===== src/hw/rtl/vga_pkg.sv =====
// ----------------------------------------------------------------------------
// vga_pkg
// Shared types, request codes and helpers for the video gate array.
// ----------------------------------------------------------------------------
package vga_pkg;

   // Request codes on req_type.
   localparam logic [2:0] TYPE_PORT    = 3'd0;
   localparam logic [2:0] TYPE_VIDEO   = 3'd1;
   localparam logic [2:0] TYPE_TICK    = 3'd2;
   localparam logic [2:0] TYPE_IRQ_ACK = 3'd3;
   localparam logic [2:0] TYPE_APPLY   = 3'd4;
   localparam logic [2:0] TYPE_LINE    = 3'd5;
   localparam logic [2:0] TYPE_BORDER  = 3'd6;

   // Result kinds.
   localparam logic [1:0] KIND_STATUS = 2'd0;
   localparam logic [1:0] KIND_PIXEL  = 2'd1;
   localparam logic [1:0] KIND_BORDER = 2'd2;

   // Gate array write functions, taken from data bits 7..6.
   localparam logic [1:0] WR_PEN    = 2'd0;
   localparam logic [1:0] WR_COLOUR = 2'd1;
   localparam logic [1:0] WR_MODE   = 2'd2;
   localparam logic [1:0] WR_BANK   = 2'd3;

   // Port decode.
   localparam logic [7:0] PORT_GA      = 8'h7F;
   localparam logic [7:0] PORT_ROM     = 8'hDF;
   localparam logic [4:0] PORT_BANK_HI = 5'b01111;

   // Screen modes.
   localparam logic [1:0] MODE_0 = 2'd0;
   localparam logic [1:0] MODE_1 = 2'd1;
   localparam logic [1:0] MODE_2 = 2'd2;
   localparam logic [1:0] MODE_3 = 2'd3;

   // Palette and line counter.
   localparam int         PAL_DEPTH  = 17;
   localparam int         PAL_AW     = 5;
   localparam logic [4:0] BORDER_PEN = 5'd16;
   localparam logic [6:0] LINE_WRAP  = 7'd51;

   // Register state that travels with every result.
   typedef struct packed {
      logic       lower_rom;
      logic       upper_rom;
      logic [5:0] ram_bank;
      logic [2:0] ram_layout;
      logic [7:0] rom_number;
      logic [5:0] line_count;
   } status_type;

   // Palette write request.
   typedef struct packed {
      logic              en;
      logic [PAL_AW-1:0] addr;
      logic [4:0]        colour;
   } pal_wr_type;

   // Metadata of a result whose colour is still being read.
   typedef struct packed {
      logic [1:0] kind;
      logic       last;
      logic       handled;
      logic       irq;
      status_type status;
   } meta_type;

   // Pen of pixel idx (0 is leftmost) of a video byte in the given mode.
   function automatic logic [3:0] pen_of(input logic [1:0] mode, input logic [7:0] b,
                                         input logic [2:0] idx);
      logic [1:0] grp;
      logic [3:0] pa;
      logic [3:0] pc;
      logic [3:0] pen;
      grp = idx[2:1];
      pa  = {b[1], b[5], b[3], b[7]};
      pc  = {b[0], b[4], b[2], b[6]};
      case (mode)
         MODE_2: pen = {3'b000, b[~idx]};
         MODE_1: pen = {2'b00, b[{1'b0, ~grp}], b[{1'b1, ~grp}]};
         MODE_3: pen = {2'b00, idx[2] ? pc[1:0] : pa[1:0]};
         default: pen = idx[2] ? pc : pa;
      endcase
      return pen;
   endfunction

endpackage


===== src/hw/rtl/vga_palette.sv =====
// ----------------------------------------------------------------------------
// vga_palette
// Seventeen-entry colour palette (sixteen pens and the border) in a
// synchronous memory with one write port and one registered read port.
// ----------------------------------------------------------------------------
module vga_palette
   import vga_pkg::*;
(
   input  logic              clock,
   input  logic              reset,
   input  pal_wr_type        wr,
   input  logic              rd_en,
   input  logic [PAL_AW-1:0] rd_addr,
   output logic [4:0]        rd_data
);

   logic [4:0]           mem_ff [PAL_DEPTH];
   logic [PAL_DEPTH-1:0] valid_ff;
   logic [4:0]           rd_data_ff;

   // Colour storage; an entry is only trusted once written.
   always_ff @(posedge clock) begin
      if (wr.en) begin
         mem_ff[wr.addr] <= wr.colour;
      end
   end

   // Written flags, so that reset reads back as colour zero.
   always_ff @(posedge clock) begin
      if (reset) begin
         valid_ff <= '0;
      end else if (wr.en) begin
         valid_ff[wr.addr] <= 1'b1;
      end
   end

   // Registered read; the data holds while no read is issued.
   always_ff @(posedge clock) begin
      if (rd_en) begin
         rd_data_ff <= valid_ff[rd_addr] ? mem_ff[rd_addr] : 5'd0;
      end
   end

   assign rd_data = rd_data_ff;

endmodule


===== src/hw/rtl/vga_regs.sv =====
// ----------------------------------------------------------------------------
// vga_regs
// Control registers of the gate array: port write decode, pen select,
// screen modes, ROM enables, RAM banking and the interrupt line counter.
// ----------------------------------------------------------------------------
module vga_regs
   import vga_pkg::*;
(
   input  logic       clock,
   input  logic       reset,
   input  logic       take,
   input  logic [2:0] req_type,
   input  logic [7:0] port_high,
   input  logic [7:0] data,
   output status_type status_nxt,
   output logic       handled,
   output logic       irq,
   output pal_wr_type pal_wr,
   output logic [1:0] line_mode
);

   logic [4:0] sel_pen_ff,   sel_pen_in;
   logic [1:0] scr_mode_ff,  scr_mode_in;
   logic [1:0] pend_mode_ff, pend_mode_in;
   logic       pend_vld_ff,  pend_vld_in;
   logic [1:0] line_mode_ff, line_mode_in;
   status_type status_ff;
   logic [6:0] tick_sum;
   logic [1:0] wr_fn;
   logic       ga_port;
   logic       bank_port;

   assign wr_fn     = data[7:6];
   assign ga_port   = (port_high == PORT_GA) && (wr_fn != WR_BANK);
   assign bank_port = (port_high[7:3] == PORT_BANK_HI) && (wr_fn == WR_BANK);
   assign tick_sum  = {1'b0, status_ff.line_count} + 7'd1;

   // Next state for the item being taken.
   always_comb begin
      sel_pen_in   = sel_pen_ff;
      scr_mode_in  = scr_mode_ff;
      pend_mode_in = pend_mode_ff;
      pend_vld_in  = pend_vld_ff;
      line_mode_in = line_mode_ff;
      status_nxt   = status_ff;
      handled      = 1'b0;
      irq          = 1'b0;
      pal_wr.en     = 1'b0;
      pal_wr.addr   = (sel_pen_ff > BORDER_PEN) ? BORDER_PEN : sel_pen_ff;
      pal_wr.colour = data[4:0];
      case (req_type)
         TYPE_PORT: begin
            if (ga_port) begin
               handled = 1'b1;
               case (wr_fn)
                  WR_PEN: begin
                     sel_pen_in = data[4] ? BORDER_PEN : {1'b0, data[3:0]};
                  end
                  WR_COLOUR: begin
                     pal_wr.en = 1'b1;
                  end
                  default: begin
                     pend_mode_in         = data[1:0];
                     pend_vld_in          = 1'b1;
                     status_nxt.lower_rom = ~data[2];
                     status_nxt.upper_rom = ~data[3];
                     if (data[4]) begin
                        status_nxt.line_count = 6'd0;
                        irq                   = 1'b1;
                     end
                  end
               endcase
            end else if (bank_port) begin
               handled               = 1'b1;
               status_nxt.ram_bank   = {~port_high[2:0], data[5:3]};
               status_nxt.ram_layout = data[2:0];
            end else if (port_high == PORT_ROM) begin
               handled               = 1'b1;
               status_nxt.rom_number = data;
            end
         end
         TYPE_TICK: begin
            if (tick_sum > LINE_WRAP) begin
               status_nxt.line_count = 6'd0;
               irq                   = 1'b1;
            end else begin
               status_nxt.line_count = tick_sum[5:0];
            end
         end
         TYPE_IRQ_ACK: begin
            status_nxt.line_count = {1'b0, status_ff.line_count[4:0]};
         end
         TYPE_APPLY: begin
            if (pend_vld_ff) begin
               scr_mode_in = pend_mode_ff;
               pend_vld_in = 1'b0;
            end
         end
         TYPE_LINE: begin
            line_mode_in = scr_mode_ff;
         end
         default: begin
         end
      endcase
      pal_wr.en = pal_wr.en & take;
   end

   // State update on each taken item.
   always_ff @(posedge clock) begin
      if (reset) begin
         sel_pen_ff           <= 5'd0;
         scr_mode_ff          <= MODE_1;
         pend_mode_ff         <= MODE_0;
         pend_vld_ff          <= 1'b0;
         line_mode_ff         <= MODE_1;
         status_ff.lower_rom  <= 1'b1;
         status_ff.upper_rom  <= 1'b1;
         status_ff.ram_bank   <= 6'd0;
         status_ff.ram_layout <= 3'd0;
         status_ff.rom_number <= 8'd0;
         status_ff.line_count <= 6'd0;
      end else if (take) begin
         sel_pen_ff   <= sel_pen_in;
         scr_mode_ff  <= scr_mode_in;
         pend_mode_ff <= pend_mode_in;
         pend_vld_ff  <= pend_vld_in;
         line_mode_ff <= line_mode_in;
         status_ff    <= status_nxt;
      end
   end

   assign line_mode = line_mode_ff;

endmodule


===== src/hw/rtl/video_gate_array_top.sv =====
// ----------------------------------------------------------------------------
// video_gate_array_top
// Gate array: register decode, pixel decode of fetched video bytes and
// palette lookup, with one result per cycle on the response channel while it is ready.
// ----------------------------------------------------------------------------
//
//   Channel   Direction   Handshake              Payload
//   req       in          req_valid/req_ready    req_type, req_port_high, req_data
//   rsp       out         rsp_valid/rsp_ready    kind, colour, last, status fields
//
// Register items may follow back to back while the response channel is ready.
// The eight pixels of a video byte share the single palette read port, one
// lookup per cycle while the output does not stall; no new request is taken
// until the last pixel is issued. Results pass the palette read stage, then
// the output register. A stalled response holds the pipeline; no transfer is lost.
// Reset is synchronous; the palette reads as zero until each pen is written.
// ----------------------------------------------------------------------------
module video_gate_array_top
   import vga_pkg::*;
(
   input  logic       clock,
   input  logic       reset,
   input  logic       req_valid,
   output logic       req_ready,
   input  logic [2:0] req_type,
   input  logic [7:0] req_port_high,
   input  logic [7:0] req_data,
   output logic       rsp_valid,
   input  logic       rsp_ready,
   output logic [1:0] rsp_result_kind,
   output logic [4:0] rsp_pixel_colour,
   output logic       rsp_last,
   output logic       rsp_handled,
   output logic       rsp_irq_request,
   output logic       rsp_lower_rom_enable,
   output logic       rsp_upper_rom_enable,
   output logic [5:0] rsp_ram_bank,
   output logic [2:0] rsp_ram_layout,
   output logic [7:0] rsp_upper_rom_number,
   output logic [5:0] rsp_line_count
);

   logic              take;
   logic              slot_free;
   logic              issue;
   logic              s1_adv;
   status_type        status_nxt;
   logic              handled;
   logic              irq;
   pal_wr_type        pal_wr;
   logic [1:0]        line_mode;
   logic [PAL_AW-1:0] rd_addr;
   logic [4:0]        rd_data;
   meta_type          issue_meta;

   logic              burst_ff,  burst_in;
   logic [2:0]        beat_ff,   beat_in;
   logic [7:0]        vbyte_ff;
   logic [1:0]        vmode_ff;
   status_type        vstat_ff;
   logic              s1_vld_ff, s1_vld_in;
   meta_type          s1_ff;
   logic              out_vld_ff, out_vld_in;
   meta_type          out_ff;
   logic [4:0]        out_col_ff;

   // Pipeline flow: a slot opens when the read stage is empty or moving on.
   assign s1_adv    = s1_vld_ff && (!out_vld_ff || rsp_ready);
   assign slot_free = !s1_vld_ff || s1_adv;
   assign req_ready = slot_free && !burst_ff;
   assign take      = req_valid && req_ready;
   assign issue     = take || (burst_ff && slot_free);

   vga_regs u_regs (
      .clock      (clock),
      .reset      (reset),
      .take       (take),
      .req_type   (req_type),
      .port_high  (req_port_high),
      .data       (req_data),
      .status_nxt (status_nxt),
      .handled    (handled),
      .irq        (irq),
      .pal_wr     (pal_wr),
      .line_mode  (line_mode)
   );

   // Read address and result metadata of the beat being issued.
   always_comb begin
      issue_meta.kind    = KIND_STATUS;
      issue_meta.last    = 1'b1;
      issue_meta.handled = 1'b0;
      issue_meta.irq     = 1'b0;
      issue_meta.status  = status_nxt;
      rd_addr            = BORDER_PEN;
      if (burst_ff) begin
         issue_meta.kind   = KIND_PIXEL;
         issue_meta.last   = (beat_ff == 3'd7);
         issue_meta.status = vstat_ff;
         rd_addr           = {1'b0, pen_of(vmode_ff, vbyte_ff, beat_ff)};
      end else begin
         case (req_type)
            TYPE_VIDEO: begin
               issue_meta.kind = KIND_PIXEL;
               issue_meta.last = 1'b0;
               rd_addr         = {1'b0, pen_of(line_mode, req_data, 3'd0)};
            end
            TYPE_BORDER: begin
               issue_meta.kind = KIND_BORDER;
            end
            TYPE_PORT: begin
               issue_meta.handled = handled;
               issue_meta.irq     = irq;
            end
            default: begin
               issue_meta.irq = irq;
            end
         endcase
      end
   end

   vga_palette u_palette (
      .clock   (clock),
      .reset   (reset),
      .wr      (pal_wr),
      .rd_en   (issue),
      .rd_addr (rd_addr),
      .rd_data (rd_data)
   );

   // Pixel burst sequencer: beats one to seven of a video byte.
   always_comb begin
      burst_in = burst_ff;
      beat_in  = beat_ff;
      if (burst_ff) begin
         if (slot_free) begin
            beat_in = beat_ff + 3'd1;
            if (beat_ff == 3'd7) begin
               burst_in = 1'b0;
            end
         end
      end else if (take && (req_type == TYPE_VIDEO)) begin
         burst_in = 1'b1;
         beat_in  = 3'd1;
      end
   end

   always_ff @(posedge clock) begin
      if (reset) begin
         burst_ff <= 1'b0;
         beat_ff  <= 3'd0;
      end else begin
         burst_ff <= burst_in;
         beat_ff  <= beat_in;
      end
   end

   // The byte, its line mode and the status snapshot held for the burst.
   always_ff @(posedge clock) begin
      if (take) begin
         vbyte_ff <= req_data;
         vmode_ff <= line_mode;
         vstat_ff <= status_nxt;
      end
   end

   // Read stage: metadata beside the palette read in flight.
   assign s1_vld_in = issue ? 1'b1 : (s1_adv ? 1'b0 : s1_vld_ff);

   always_ff @(posedge clock) begin
      if (reset) begin
         s1_vld_ff <= 1'b0;
      end else begin
         s1_vld_ff <= s1_vld_in;
      end
   end

   always_ff @(posedge clock) begin
      if (issue) begin
         s1_ff <= issue_meta;
      end
   end

   // Output register toward the response channel.
   assign out_vld_in = s1_adv ? 1'b1 : ((out_vld_ff && !rsp_ready) ? 1'b1 : 1'b0);

   always_ff @(posedge clock) begin
      if (reset) begin
         out_vld_ff <= 1'b0;
      end else begin
         out_vld_ff <= out_vld_in;
      end
   end

   always_ff @(posedge clock) begin
      if (s1_adv) begin
         out_ff     <= s1_ff;
         out_col_ff <= (s1_ff.kind == KIND_STATUS) ? 5'd0 : rd_data;
      end
   end

   assign rsp_valid            = out_vld_ff;
   assign rsp_result_kind      = out_ff.kind;
   assign rsp_pixel_colour     = out_col_ff;
   assign rsp_last             = out_ff.last;
   assign rsp_handled          = out_ff.handled;
   assign rsp_irq_request      = out_ff.irq;
   assign rsp_lower_rom_enable = out_ff.status.lower_rom;
   assign rsp_upper_rom_enable = out_ff.status.upper_rom;
   assign rsp_ram_bank         = out_ff.status.ram_bank;
   assign rsp_ram_layout       = out_ff.status.ram_layout;
   assign rsp_upper_rom_number = out_ff.status.rom_number;
   assign rsp_line_count       = out_ff.status.line_count;

endmodule


===== config.mk =====
export PLATFORM = sky130hd
export DESIGN_NAME = video_gate_array_top
export DESIGN_NICKNAME = d
export VERILOG_FILES = /design/src/hw/rtl/vga_pkg.sv /design/src/hw/rtl/vga_palette.sv /design/src/hw/rtl/vga_regs.sv /design/src/hw/rtl/video_gate_array_top.sv
export SDC_FILE = /design/constraint.sdc
export NUM_CORES = 1
export LEC_CHECK = 0
export ABC_AREA = 1
export BUFFER_PORTS_ARGS = -buffer_cell sky130_fd_sc_hd__buf_2
export CORE_MARGIN = 3
export CORE_UTILIZATION = 30
export DETAILED_ROUTE_END_ITERATION = 12
export SKIP_LAST_GASP = 1
export SYNTH_ARGS = -nofsm -noshare
export SYNTH_HDL_FRONTEND = slang
export SYNTH_SLANG_ARGS = --single-unit

===== constraint.sdc =====
create_clock -name clock -period 3.5 [get_ports clock]
set_clock_uncertainty 0.05 [all_clocks]
set_input_delay 0 -clock clock [delete_from_list [all_inputs] [get_ports clock]]
set_output_delay 0 -clock clock [all_outputs]
set_load 0.05 [all_outputs]

### Yosys cells after proc, flatten, opt, wreduce, memory -nomap -nowiden

Memories as Yosys holds them, arrays and structs flattened. A register that Yosys moved wholly into a read port is not among the register bits.
Cells that the tools add are included.

| storage, ports and cells | value |
|---|---|
| bits in registers | 160 |
| RAM bits | 85 |
| output and inout port bits | 37 |
| memories kept | 1 |

Memories:

| name | depth | bits a word | rd ports | clocked after memory_dff | write ports | line | RTL |
|---|---|---|---|---|---|---|---|
| u_palette.mem_ff | 17 | 5 | 1 | 1 | 1 | vga_palette.sv:17 | `logic [4:0] mem_ff [PAL_DEPTH];` |

| cells by class | value |
|---|---|
| $add $sub $neg | 2 |
| order comparisons | 8 |
| eq/ne operators | 22 |
| muxes and demuxes | 61 |
| bitwise logic cells | 9 |
| reduce and logical (&&, ||, !) cells | 33 |

Operator list:

| cell | count |
|---|---|
| $mux W1 | 29 |
| $mux W25 | 1 |
| $mux W6 | 4 |
| $mux W5 | 4 |
| $mux W19 | 1 |
| $pmux W6 S3 | 1 |
| $mux W17 | 1 |
| $or A17 B17 Y17 | 1 |
| $mux W8 | 2 |
| $eq A3 B3 Y1 const B | 4 |
| $lt A5 B6 Y1 const B | 2 |
| $pmux W4 S3 | 1 |
| $reduce_and A4 Y1 | 3 |
| $eq A2 B2 Y1 const B | 5 |
| $logic_and A1 B1 Y1 | 9 |
| $mux W3 | 3 |
| $mux W9 | 1 |
| $eq A8 B7 Y1 const B | 1 |
| $eq A8 B8 Y1 const B | 1 |
| $lt A3 B4 Y1 const B | 2 |
| $pmux W4 S2 | 1 |
| $add A6 B1 Y7 const B | 1 |
| $gt A7 B6 Y1 const B | 1 |
| $eq A2 B1 Y1 const B | 3 |
| 30 further kinds | 53 |

### Longest topological paths before layout

| depth | value |
|---|---|
| depth in word-level cells | 9 |
| gate-level depth with buffers | 19 |
| gate-level depth less buffers | 18 |

### Modules after synthesis

Synthesis repeated with hierarchy kept, for this count alone.

| second synthesis, totals | value |
|---|---|
| cells, all modules | 1151 |
| area total of the unflattened synthesis | 10951.8 um2 |

Modules (own cells, without submodules):

| module | times used | cells each | area an instance (um2) | seq. area each (um2) |
|---|---|---|---|---|
| vga_palette | 1 | 476 | 4601.9 | 3042.9 |
| video_gate_array_top | 1 | 317 | 4070.2 | 3123.0 |
| vga_regs | 1 | 358 | 2279.7 | 740.7 |

### Worst setup path before layout

OpenSTA, ideal clock, no wires.

| path | value |
|---|---|
| path kind | reg-to-reg |
| start point | register out_vld_ff, in the netlist rsp_valid |
| end point | register s1_ff[0] (netlist bit), enable pin |
| library setup time | 390 ps |
| arrival time | 2914 ps |
| data required time | 3060 ps |
| setup slack | 147 ps |
| stages on the path, launching flop included | 12 |
| cell sequence | dfxtp_1 > nand2_1 > nor2_1 > inv_1 > nand2_1 > inv_1 > nand2_1 > buf_2 > clkinv_1 > buf_2 > nor2_1 > inv_1 |

| between the ends | value |
|---|---|
| word-level cells in the longest chain between the ends | 7 |

Ends and longest elaborated chain:

| what | line | RTL |
|---|---|---|
| start, declared | video_gate_array_top.sv:63 | `logic out_vld_ff, out_vld_in;` |
| start signal, assigned | video_gate_array_top.sv:191 | `out_vld_ff <= out_vld_in;` |
| $logic_not A1 Y1 | video_gate_array_top.sv:68 | `assign s1_adv = s1_vld_ff && (!out_vld_ff \|\| rsp_ready);` |
| $logic_or A1 B1 Y1 | video_gate_array_top.sv:68 |  |
| $logic_and A1 B1 Y1 | video_gate_array_top.sv:68 |  |
| $logic_or A1 B1 Y1 | video_gate_array_top.sv:69 | `assign slot_free = !s1_vld_ff \|\| s1_adv;` |
| $logic_and A1 B1 Y1 | video_gate_array_top.sv:70 | `assign req_ready = slot_free && !burst_ff;` |
| net req_ready | video_gate_array_top.sv:24 | `output logic req_ready,` |
| $logic_and A1 B1 Y1 | video_gate_array_top.sv:71 | `assign take = req_valid && req_ready;` |
| net take | video_gate_array_top.sv:43 | `logic take;` |
| $logic_or A1 B1 Y1 | video_gate_array_top.sv:72 | `assign issue = take \|\| (burst_ff && slot_free);` |
| net issue | video_gate_array_top.sv:45 | `logic issue;` |
| end signal, assigned | video_gate_array_top.sv:180 | `s1_ff <= issue_meta;` |
| end, declared | video_gate_array_top.sv:62 | `meta_type s1_ff;` |

The timed path passes the listed nets, and every way through them passes these cells.
A chain may end at the register's enable or synchronous reset.

### Worst setup path after layout

| path | value |
|---|---|
| start point | register beat_ff[2] |
| end point | register u_palette.rd_data_ff[4], in the netlist u_palette.rd_data[4] (read register of u_palette.mem_ff) (data pin) |

| between the ends | value |
|---|---|
| word-level cells in the longest chain between the ends | 8 |

Ends and longest elaborated chain:

| what | line | RTL |
|---|---|---|
| start, declared | video_gate_array_top.sv:57 | `logic [2:0] beat_ff, beat_in;` |
| start signal, assigned | video_gate_array_top.sv:154 | `beat_ff <= beat_in;` |
| $not A3 Y3 or $not A2 Y2 (tied branches) | vga_pkg.sv:81, vga_pkg.sv:82 |  |
| $bmux W1 S3 or $bmux W1 S2 (tied branches) | vga_pkg.sv:81, vga_pkg.sv:82 |  |
| $mux W1 (on tied branches) | vga_pkg.sv:81, vga_pkg.sv:82 |  |
| $pmux W4 S3 (*) | vga_pkg.sv:80 | `case (mode)` |
| $mux W5 (*) | video_gate_array_top.sv:96 | `if (burst_ff) begin` |
| $bmux W1 S5 | vga_palette.sv:40 | `rd_data_ff <= valid_ff[rd_addr] ? mem_ff[rd_addr] : 5'd0;` |
| $mux W1 (not written as such) | vga_palette.sv:40 |  |
| $logic_not A1 Y1 (no source line) | - |  |
| end, declared | vga_palette.sv:19 | `logic [4:0] rd_data_ff;` |

Mark *: on every way between the ends. The rest lies on a longest branch, timed or not. The select of a mux whose other input is x is not followed.

==> impl_metrics.py <==
metrics = {
    "floorplan": {
        "die_h_um": 194.7,
        "initial_core_util_pct": 30.70,
        "ios": 60,
        "coreArea_mm2": 0.03480,
        "fp.dieW_um": 194.7,
        "rows": 68,
        "dieArea_mm2": 0.03791,
    },
    "clock_network": {
        "cts_num_sinks": 250,
        "clk_latency_ns": 0.53,
        "ctsHtreeMaxLevel": 1,
        "postCtsSetupBuffers": 0,
        "cts_tree": "built",
        "cts_buffers": 26,
        "clk_transition_reported_paths_ns": 0.07,
        "cts_buffer_depth": 3,
        "root_buffer": "clkbuf_16",
    },
    "global_route": {
        "grt_pass1_wl_um": 39100,
        "grt_pass1_vias": 7244,
        "overflow": 0,
        "grt_max_degree": 60,
        "grt_util_all_layers_pct": 12.56,
        "antenna_found_initial": 0,
    },
    "synth": {
        "ys_ff_latch": 250,
        "synth.area.mux_share_pct": 0,
        "synth_warnings": 0,
        "synth_top_family_by_area": "simple AND/OR/NAND/NOR gates",
        "synth_ff_type": "edfxtp_1",
        "syn_inst": 1061,
        "yosys.area_share.simple_pct": 18.46,
        "yosysSeqAreaShare_pct": 64.65,
        "synth_compound_area_share_pct": 8.140,
        "postSynthAreaPerCell_um2": 10.07,
        "async_flop_share_pct": 0,
        "synth_area_mm2": 0.01068,
        "synth_cell_types": 38,
        "synth_edf_count": 190,
        "synth_fa_ha_area_share_pct": 0.4685,
        "synthesis.nets": 1088,
        "synth-xor-area-share_pct": 0.3279,
    },
    "worst_setup_path": {
        "critPathSlowestCell": "a21oi_4",
        "slowest_delay_ns": 0.58,
        "cp-start-kind": "flop",
        "crit_start": "beat_ff[2]",
        "critPathArrivalTime_ns": 2.98,
        "worstPathBufferInverterCount": 2,
        "cp_cell_sequence": "inv_2, a21oi_1, o21ai_1, o21ai_1, nand2_1, a21oi_4, nand3_1, nand3_1, nand3_1, nand2_1, nand2_1, nand2_1, nand2_1, inv_1",
        "critPathRequiredTime_ns": 3.84,
        "cp_top_family": "compound AO/OA/AOI/OAI gates",
        "rr_startpoint": "beat_ff[2]",
        "critPathKind": "reg2reg",
        "crit_fanout": 24,
        "end_kind": "flop",
        "path_common_cell": "nand2_1",
    },
    "placed_design": {
        "preCtsSetupSlack_ns": 0.9202,
        "io_buffers": 59,
        "dpl.hpwl_um": 15750,
        "dp_cells": 1546,
        "place.gp.congestion": 0.8358,
    },
    "routing": {
        "route.detailed.drc": 0,
        "first_pass_iters": 5,
        "first_iter_violations": 564,
        "drtAntennaViolNets": 0,
        "avgViaCountPerCell": 4.580,
        "via_count": 7392,
        "routed_wl_um": 24310,
        "wire_per_inst_um": 15.06,
    },
    "power": {
        "power_switching_mw": 1.526,
        "irDropWorstVdd_uv": 222.9,
        "clockPowerShare_pct": 41.6,
        "switching_share_pct": 22.99,
        "seqPwrFrac_pct": 50.7,
        "combPwrFrac_pct": 7.7,
        "power_leakage_nw": 5.219,
        "p_per_area_mw_per_mm2": 530.2,
        "p_int_mw": 5.112,
    },
    "timing": {
        "fin_tns_setup_ns": 0,
        "rsz0062_at_grt": "no",
        "maxSlewHeadroom_pct": 23.06,
        "hold_viol": 0,
        "setup_viol": 0,
        "worstMarginPinSlew_ns": 1.151,
        "period_share_pct": 75.46,
        "max_freq_mhz": 378.6,
        "period_needed_ns": 2.641,
        "layout_setup_ws_ns": 0.8590,
        "slew_violations": 0,
    },
    "worst_hold_path": {
        "hold_class": "in2reg",
        "hp-start": "req_data[4]",
    },
    "finish": {
        "layout-drive-gt1-share_pct": 11.13,
        "fin_cells": 1614,
        "finish.utilization_pct": 35.98,
        "area_growth_pct": 17.21,
        "final_common_cell": "nand2_1",
        "antenna_cells": 0,
        "final_cell_mix": "240 x nand2_1, 190 x edfxtp_1, 159 x inv_1",
        "nets": 1166,
    },
    "outcome": {
        "status": "finished, final reports clean",
    },
    "job": {
        "maxCapViolCount": 0,
    },
}
==> state kept, by name, summed over array words and instances, names as in the netlist, 3 cells and up <==
| name | cells |
|---|---|
| vbyte_ff | 8 |
| rsp_pixel_colour | 5 |
| vstat_ff | 25 |
| rsp_line_count | 6 |
| s1_ff | 30 |
| u_palette.rd_data | 5 |
| u_regs.sel_pen_ff | 5 |
| rsp_ram_bank | 6 |
| rsp_ram_layout | 3 |
| u_palette.mem_ff | 85 |
| u_regs.status_ff | 25 |
| rsp_upper_rom_number | 8 |
| u_palette.valid_ff | 17 |
| beat_ff | 3 |
==> through the flow <==
stage	hold WS (ns)	area [um^2]	total power [mW]
after floorplan	0.04887	10680	3.759
after global placement	0.2082	11450	3.914
after detailed placement	0.2107	11450	3.922
after CTS	0.01376	12520	6.713
after global routing	0.01391	12520	6.895
final	0.008169	12520	6.638
==> logic make-up after synthesis <==
family,Yosys count
compound gates,144
xor+xnor,4
fa+ha+maj,4
buf+inv,209
flops,250
simple gates,450
==> repair_timing <==
item                                    CTS  global route
endpoints found under the setup margin    0             0
resized for setup                         0             0
endpoints found under the hold margin    89             0
hold buffers                             20             0
==> worst register-to-register path, delay by kind of cell, from the launching register on <==
family                 cells  cell delay, ns
flip-flops                 1            0.52
AND/OR/NAND/NOR            8            0.89
buffers and inverters      2            0.17
AO/OA/AOI/OAI              4            0.87
==> worst paths after layout <==
path	end	cells after the start	slack, ns
worst max register to register	u_palette.rd_data[4]	14	0.86
worst min-delay path	u_palette.mem_ff[7][4]	2	0.008
worst min register to register	rsp_upper_rom_number[2]	0	0.37
worst max-delay path	u_palette.rd_data[4]	14	0.86
==> metal layers <==
metal  global-route usage, %  vias up  wire [um]
met5                       0        -          0
met4                   4.388        0        761
met3                   1.664       52       1219
met2                   20.36      193      11150
met1                   17.37     3464      11180
li1                        -     3683          -
==> final cells by class <==
class                   count  area [um^2]
well taps                 455        569.3
multi-input cells         602         2945
fillers                  3430        22280
clock buffers              36        750.7
flip-flops and latches    250         6907
repair buffers             91        598.1
clock inverters            12        120.1
inverters                 168        630.6
==> cells in the mapped netlist (2+ instances only) <==
library cell / instances / area share, %
nand2_1: 240 / 8.4
edfxtp_1: 190 / 53
inv_1: 159 / 5.6
nand3_1: 119 / 5.6
dfxtp_1: 60 / 11
o21ai_0: 60 / 2.8
nor2_1: 52 / 1.8
o21a_1: 37 / 2.6
a21oi_1: 26 / 1.2
nand3b_1: 25 / 1.8
buf_2: 16 / 0.75
clkbuf_1: 15 / 0.53
inv_2: 8 / 0.28
nor3_1: 5 / 0.23
o211ai_1: 5 / 0.35
a22oi_1: 4 / 0.28
buf_4: 4 / 0.28
buf_6: 4 / 0.42
ha_1: 4 / 0.47
nand2_2: 3 / 0.18
o22ai_1: 3 / 0.18
buf_1: 2 / 0.070
nor4_1: 2 / 0.12
o21ai_1: 2 / 0.094
xnor2_1: 2 / 0.16
xor2_1: 2 / 0.16
==> power groups by stage <==
stage / clock, mW / sequential [mW] / combinational (mW)
2_1_floorplan: 0 / 3.51 / 0.253
3_3_place_gp: 0 / 3.43 / 0.488
3_5_place_dp: 0 / 3.43 / 0.492
4_1_cts: 2.84 / 3.37 / 0.512
5_1_grt: 2.95 / 3.38 / 0.565
6_report: 2.76 / 3.37 / 0.508
(Power assumes the default switching activity.)
